### src/rtl/piu_pkg.sv
// ============================================================================
// piu_pkg
// Types and codes shared by the priority interrupt unit.
// ============================================================================
`default_nettype none

package piu_pkg;

    localparam int unsigned NUM_LEVELS  = 8;
    localparam int unsigned LEVEL_W     = 3;
    localparam int unsigned BYTE_W      = 8;
    localparam int unsigned VECTOR_W    = 6;
    localparam int unsigned STATUS_ANY  = 3;   // status bit: take any pending level
    localparam logic [BYTE_W-1:0] LINES_RELEASED = 8'hFF;

    typedef enum logic [2:0] {
        ACT_POLL   = 3'd0,
        ACT_RAISE  = 3'd1,
        ACT_DROP   = 3'd2,
        ACT_STATUS = 3'd3,
        ACT_PREAD  = 3'd4,
        ACT_VREAD  = 3'd5
    } piu_action_t;

    typedef struct packed {
        piu_action_t          action;
        logic [LEVEL_W-1:0]   level;
        logic [BYTE_W-1:0]    data;
    } piu_item_t;

    typedef struct packed {
        logic [BYTE_W-1:0]    read_data;
        logic                 cpu_interrupt;
        logic                 fired;
        logic [LEVEL_W-1:0]   fired_level;
    } piu_result_t;

    typedef struct packed {
        logic                 disable_flag;
        logic                 interrupt_line;
        logic [VECTOR_W-1:0]  vector_value;
    } piu_state_t;

endpackage

`default_nettype wire

### src/rtl/piu_exec.sv
// ============================================================================
// piu_exec
// Request/status state and the single-pass logic that handles one item.
// ============================================================================
`default_nettype none

module piu_exec (
    input  wire logic                clk,
    input  wire logic                rst_n,
    input  wire logic                exec_en,
    input  wire piu_pkg::piu_item_t  item,
    output piu_pkg::piu_result_t     result,
    output piu_pkg::piu_state_t      state
);
    import piu_pkg::*;

    logic [BYTE_W-1:0]   req_lines_reg, req_lines_next;
    logic [BYTE_W-1:0]   status_reg, status_next;
    logic                disable_reg, disable_next;
    logic [VECTOR_W-1:0] vector_reg, vector_next;
    logic                int_line_reg, int_line_next;

    logic [BYTE_W-1:0]   pending;
    logic [LEVEL_W-1:0]  top;
    logic                hit;

    // request lines are active low
    assign pending = ~req_lines_reg;

    // priority encode: highest pending level wins
    always_comb
    begin
        top = '0;
        for (int i = 0; i < NUM_LEVELS; i++)
        begin
            if (pending[i])
            begin
                top = LEVEL_W'(i);
            end
        end
    end

    assign hit = !disable_reg && (|pending)
                 && (status_reg[STATUS_ANY] || (top > ~status_reg[LEVEL_W-1:0]));

    always_comb
    begin
        req_lines_next = req_lines_reg;
        status_next    = status_reg;
        disable_next   = disable_reg;
        vector_next    = vector_reg;
        int_line_next  = int_line_reg;
        result         = '0;
        case (item.action)
            ACT_POLL:
            begin
                if (hit)
                begin
                    disable_next       = 1'b1;
                    vector_next        = {~top, 3'b000};   // (7 - level) * 8
                    int_line_next      = 1'b1;
                    result.fired       = 1'b1;
                    result.fired_level = top;
                end
            end
            ACT_RAISE:
            begin
                req_lines_next = req_lines_reg & ~(BYTE_W'(1) << item.level);
            end
            ACT_DROP:
            begin
                req_lines_next = req_lines_reg | (BYTE_W'(1) << item.level);
            end
            ACT_STATUS:
            begin
                status_next   = item.data;
                disable_next  = 1'b0;
                int_line_next = 1'b0;
            end
            ACT_PREAD:
            begin
                result.read_data = '0;
            end
            ACT_VREAD:
            begin
                result.read_data = BYTE_W'(vector_reg);
            end
            default:
            begin
            end
        endcase
        result.cpu_interrupt = int_line_next;
    end

    always_ff @(posedge clk or negedge rst_n)
    begin
        if (!rst_n)
        begin
            req_lines_reg <= LINES_RELEASED;
            status_reg    <= '0;
            disable_reg   <= 1'b0;
            vector_reg    <= '0;
            int_line_reg  <= 1'b0;
        end
        else if (exec_en)
        begin
            req_lines_reg <= req_lines_next;
            status_reg    <= status_next;
            disable_reg   <= disable_next;
            vector_reg    <= vector_next;
            int_line_reg  <= int_line_next;
        end
    end

    assign state.disable_flag   = disable_reg;
    assign state.interrupt_line = int_line_reg;
    assign state.vector_value   = vector_reg;

endmodule

`default_nettype wire

### src/rtl/priority_interrupt_unit_core.sv
// ============================================================================
// priority_interrupt_unit_core
// Eight-level priority interrupt unit with stream in/out channels.
// ============================================================================
`default_nettype none

// One item per clock sustained while the output side accepts results. An accepted
// item is held in the input register, is handled by the single-pass logic in
// piu_exec, and its result is then offered from the output register. Both
// registers advance together, so the input side keeps taking items while a
// result waits, as long as the output register drains.

module priority_interrupt_unit_core (
    input  wire logic        clk,
    input  wire logic        rst_n,

    input  wire logic        s_axis_tvalid,
    output logic             s_axis_tready,
    input  wire logic [15:0] s_axis_tdata,   // level[2:0], data[10:3], zero fill
    input  wire logic [2:0]  s_axis_tuser,   // action[2:0]

    output logic             m_axis_tvalid,
    input  wire logic        m_axis_tready,
    output logic [15:0]      m_axis_tdata,   // read_data[7:0], cpu_interrupt[8],
                                             // fired_level[11:9], zero fill
    output logic             m_axis_tuser    // fired
);
    import piu_pkg::*;

    logic        in_valid_reg, in_valid_next;
    piu_item_t   item_reg;
    logic        out_valid_reg, out_valid_next;
    piu_result_t result_reg;

    logic        advance;
    logic        exec_en;
    logic        in_xfer;
    piu_result_t result;
    piu_state_t  state;

    assign advance       = !out_valid_reg || m_axis_tready;
    assign s_axis_tready = !in_valid_reg || advance;
    assign in_xfer       = s_axis_tvalid && s_axis_tready;
    assign exec_en       = in_valid_reg && advance;

    assign in_valid_next  = s_axis_tready ? s_axis_tvalid : in_valid_reg;
    assign out_valid_next = advance ? in_valid_reg : out_valid_reg;

    piu_exec u_exec (
        .clk     (clk),
        .rst_n   (rst_n),
        .exec_en (exec_en),
        .item    (item_reg),
        .result  (result),
        .state   (state)
    );

    always_ff @(posedge clk or negedge rst_n)
    begin
        if (!rst_n)
        begin
            in_valid_reg  <= 1'b0;
            out_valid_reg <= 1'b0;
        end
        else
        begin
            in_valid_reg  <= in_valid_next;
            out_valid_reg <= out_valid_next;
        end
    end

    always_ff @(posedge clk)
    begin
        if (in_xfer)
        begin
            item_reg.action <= piu_action_t'(s_axis_tuser);
            item_reg.level  <= s_axis_tdata[2:0];
            item_reg.data   <= s_axis_tdata[10:3];
        end
        if (exec_en)
        begin
            result_reg <= result;
        end
    end

    assign m_axis_tvalid = out_valid_reg;
    assign m_axis_tdata  = {4'b0000, result_reg.fired_level,
                            result_reg.cpu_interrupt, result_reg.read_data};
    assign m_axis_tuser  = result_reg.fired;

    // interrupt line and disable flag are always set and cleared together
    a_int_tracks_disable: assert property (@(posedge clk) disable iff (!rst_n)
        state.interrupt_line == state.disable_flag)
        else $error("interrupt line and disable flag disagree");

    // a fired result carries the asserted interrupt
    a_fired_int: assert property (@(posedge clk) disable iff (!rst_n)
        (out_valid_reg && result_reg.fired) |-> result_reg.cpu_interrupt)
        else $error("fired result without interrupt");

    // while a fired result is shown, the vector matches its level
    a_fired_vector: assert property (@(posedge clk) disable iff (!rst_n)
        (out_valid_reg && result_reg.fired)
            |-> (state.vector_value == {~result_reg.fired_level, 3'b000}))
        else $error("vector does not match fired level");

    // state only moves when an item is handled
    a_state_hold: assert property (@(posedge clk) disable iff (!rst_n)
        !exec_en |=> $stable(state))
        else $error("state changed without an item");

endmodule

`default_nettype wire

### config.mk
export PLATFORM = sky130hd
export DESIGN_NAME = priority_interrupt_unit_core
export DESIGN_NICKNAME = d
export VERILOG_FILES = /design/src/rtl/piu_pkg.sv /design/src/rtl/piu_exec.sv /design/src/rtl/priority_interrupt_unit_core.sv
export SDC_FILE = /design/constraint.sdc
export NUM_CORES = 1
export LEC_CHECK = 0
export BUFFER_PORTS_ARGS = -buffer_cell sky130_fd_sc_hd__clkbuf_2
export CORE_MARGIN = 5
export CORE_UTILIZATION = 45
export DETAILED_ROUTE_END_ITERATION = 8
export GPL_TIMING_DRIVEN = 0
export PLACE_DENSITY = 0.69
export RECOVER_POWER = 100
export SLEW_MARGIN = 30
export SYNTH_ARGS = -nofsm -noshare
export SYNTH_HDL_FRONTEND = slang
export SYNTH_SLANG_ARGS = --single-unit
### constraint.sdc
create_clock -name clk -period 3.7 [get_ports clk]
set_input_delay 0.74 -clock clk [delete_from_list [all_inputs] [get_ports clk]]
set_output_delay 0.74 -clock clk [all_outputs]
set_load 0.005 [all_outputs]
==> results.toml <==
[run_status]
status = "finished clean"

[setup_path]
worstReg2RegEnd = "u_exec.vector_reg[3]$_DFFE_PN0P_"
ff2ff_setup_slack_ns = 1.01
endpoint_kind = "flip-flop"
cp.required_ns = 3.86
critPathMaxFanout = 4
path_class = "reg2reg"
cp-start-kind = "flip-flop"
r2r_cells = 8
cp_data_arrival_time_ns = 2.86

[job]
cap_violations = 0

[clock_tree]
clk_latency_ns = 0.28
root_buffer = "clkbuf_8"
cts_made_buffers = 5
hold_buffers = 0
cts_buffer_depth = 2
cts_tree = "yes"
path_clk_slew_ns = 0.07
cts_resized = 0
clock_sinks = 37
h-tree-depth = 2
post_cts_buffers = 0

[power]
p_comb_frac = 0.137
power_uw = 907.6
seqPwrFrac = 0.577
power_leakage_nw = 0.8237
ir_drop_uv = 254.8
internal_power_uw = 689.8
power.density_nw_per_um2 = 468.3
p_sw_uw = 217.9
power.share.clock = 0.286
switching_share = 0.2400

[drt]
route.detailed.drc = 0
ant_nets = 0
wl_per_cell_um = 12.59
via_per_inst = 4.811
drtIter0Drc = 28
first_pass_iters = 3
totalWireLength_um = 2670
vias = 1020

[synth]
ys_top_cells_by_area = "edfxtp_1, dfrtp_1, dfstp_2"
synthTopCellsByCount = "edfxtp_1, mux2_2, dfrtp_1, buf_4, dfstp_2"
synth.largest_area_cell = "edfxtp_1"
ys.warnings.count = 0
avgSynthCellArea_um2 = 13.54
synth_fa_ha_area_frac = 0.02217
synthXorXnorAreaFrac = 0.005174
ys_types = 34
yosysMostFrequentCell = "edfxtp_1"
synth_top_family_by_area = "simple AND/OR/NAND/NOR gates"
synth-simple-area-share = 0.1796
synth.ff_latch_count = 37
syn-instance-count = 125
async_reset_ff_frac = 0.5135
synth_area_um2 = 1693
muxShareOfSynthArea = 0.09978
yosysTopAreaCellShare = 0.3193
synth_compound_area_frac = 0.03178
synth_edf_count = 18
ys.flop_type = "edfxtp_1"
yosysSeqAreaShare = 0.6061

[timing]
tns_ns = 0
rsz0062_at_grt = "no"
period_share = 0.7280
fmax_mhz = 371.3
period_minus_slack_ns = 2.694
worst_slew_pin_slew_ns = 1.188
final_hold_viol_count = 0
hold_slack_ns = 0.4836
slew_headroom = 0.1969
finClkSkew_ns = 0.005733
setup_viol = 0
drv_slew = 0

[global_route]
track_usage = 0.1153
grt_pass1_vias = 1009
grt_max_degree = 20
antenna_found_initial = 0
grt_pass1_wl_um = 4540
gr-total-overflow = 0

[floorplan]
die-area_um2 = 5089
die_w_um = 71.34
coreArea_um2 = 3661
num_rows = 22
io_pins = 42
chipHeight_um = 71.34
initial_core_util = 0.4624

[place]
port_buffers = 23
placedCellCount = 204
gp_congestion = 0.7781
dpl.hpwl_um = 2043

[cells_and_area]
layout.nets = 189
area_growth_pct = 14.49
diodes = 0
final_cells = 212
fillers = 329
drive_gt1_frac = 0.3354

[hold_path]
holdPathEnd = "u_exec.status_reg[0]$_DFFE_PN0P_"
hp-start = "item_reg[0]$_DFFE_PP_"
hold_path_class = "reg2reg"
whs_path_depth = 1
metal layers:
metal	GRT usage	up-vias	wire length (um)
li1	-	504	-
met1	0.1411	482	1192
met2	0.1745	34	1237
met3	0.05750	0	240
met4	0.04384	0	0
met5	0	-	0
cells by family (layout without fill, tap and decap cells):
family          after synthesis  in the layout
fa+ha+maj                     3              3
simple gates                 44             44
xor+xnor                      1              1
flops                        37             37
other cells                   1              9
mux                          15             15
compound gates                9              9
buf+inv                      15             46
worst max-delay path, cell delays in order (launching register included):
cell	delay [ns]
dfstp_1	0.57
nand2_1	0.08
nor2_1	0.21
inv_1	0.08
ha_1	0.29
nor2b_1	0.12
o22ai_1	0.12
nor4b_1	0.72
mux2_1	0.39
power by group through the flow:
| stage | registers (mW) | clock network [mW] | logic [mW] |
|---|---|---|---|
| after global routing | 0.530 | 0.290 | 0.143 |
| after floorplan | 0.523 | 0 | 0.0978 |
| final | 0.524 | 0.259 | 0.125 |
| after CTS | 0.524 | 0.268 | 0.136 |
| after detailed placement | 0.532 | 0 | 0.136 |
| after global placement | 0.527 | 0 | 0.129 |
cells in the final DEF, fill, tap and decap left out, types with 2 or more instances in the layout:
master    instances
o21ai_0           3
inv_1             6
nor2_1            7
and4bb_2          2
dfstp_2           7
a21oi_1           2
clkbuf_8          5
nor2b_1           2
mux2_1            3
buf_4             9
ha_1              3
mux2_2           12
conb_1            9
nor4b_1           2
and2_1            2
nand4b_1          3
clkbuf_1          9
edfxtp_1         18
nor3_1            2
clkbuf_2         16
nand4_1           2
and2_0            3
nand2b_1          3
dfrtp_1          11
nand3_1           3
nand2_1           6
metrics by stage:
stage	cell area [um^2]	util	worst slack [ns]
after floorplan	1723	-	1.547
after global placement	1898	0.5185	1.362
after detailed placement	1898	0.5185	1.347
after CTS	1978	0.5403	1.327
after global routing	1938	0.5294	0.8055
final	1938	0.5294	1.006
layout make-up:
class,instances,area [um^2],area share
multi-input cells,81,575.6,0.2970
clock inverters,1,3.754,0.001937
inverters,6,22.52,0.01162
clock buffers,7,76.32,0.03938
plain buffers,9,67.56,0.03486
well taps,48,60.06,0.03099
flip-flops and latches,37,1026,0.5294
repair buffers,23,106.4,0.05487
worst max-delay path by stage:
stage	to	cells after the start
5_1_grt	u_exec.vector_reg[5]$_DFFE_PN0P_	8
3_5_place_dp	u_exec.vector_reg[3]$_DFFE_PN0P_	8
4_1_cts	u_exec.vector_reg[3]$_DFFE_PN0P_	8
6_report	u_exec.vector_reg[3]$_DFFE_PN0P_	8
2_1_floorplan	u_exec.vector_reg[3]$_DFFE_PN0P_	8
3_3_place_gp	u_exec.vector_reg[4]$_DFFE_PN0P_	8
Power figures use the tool's default switching activity.
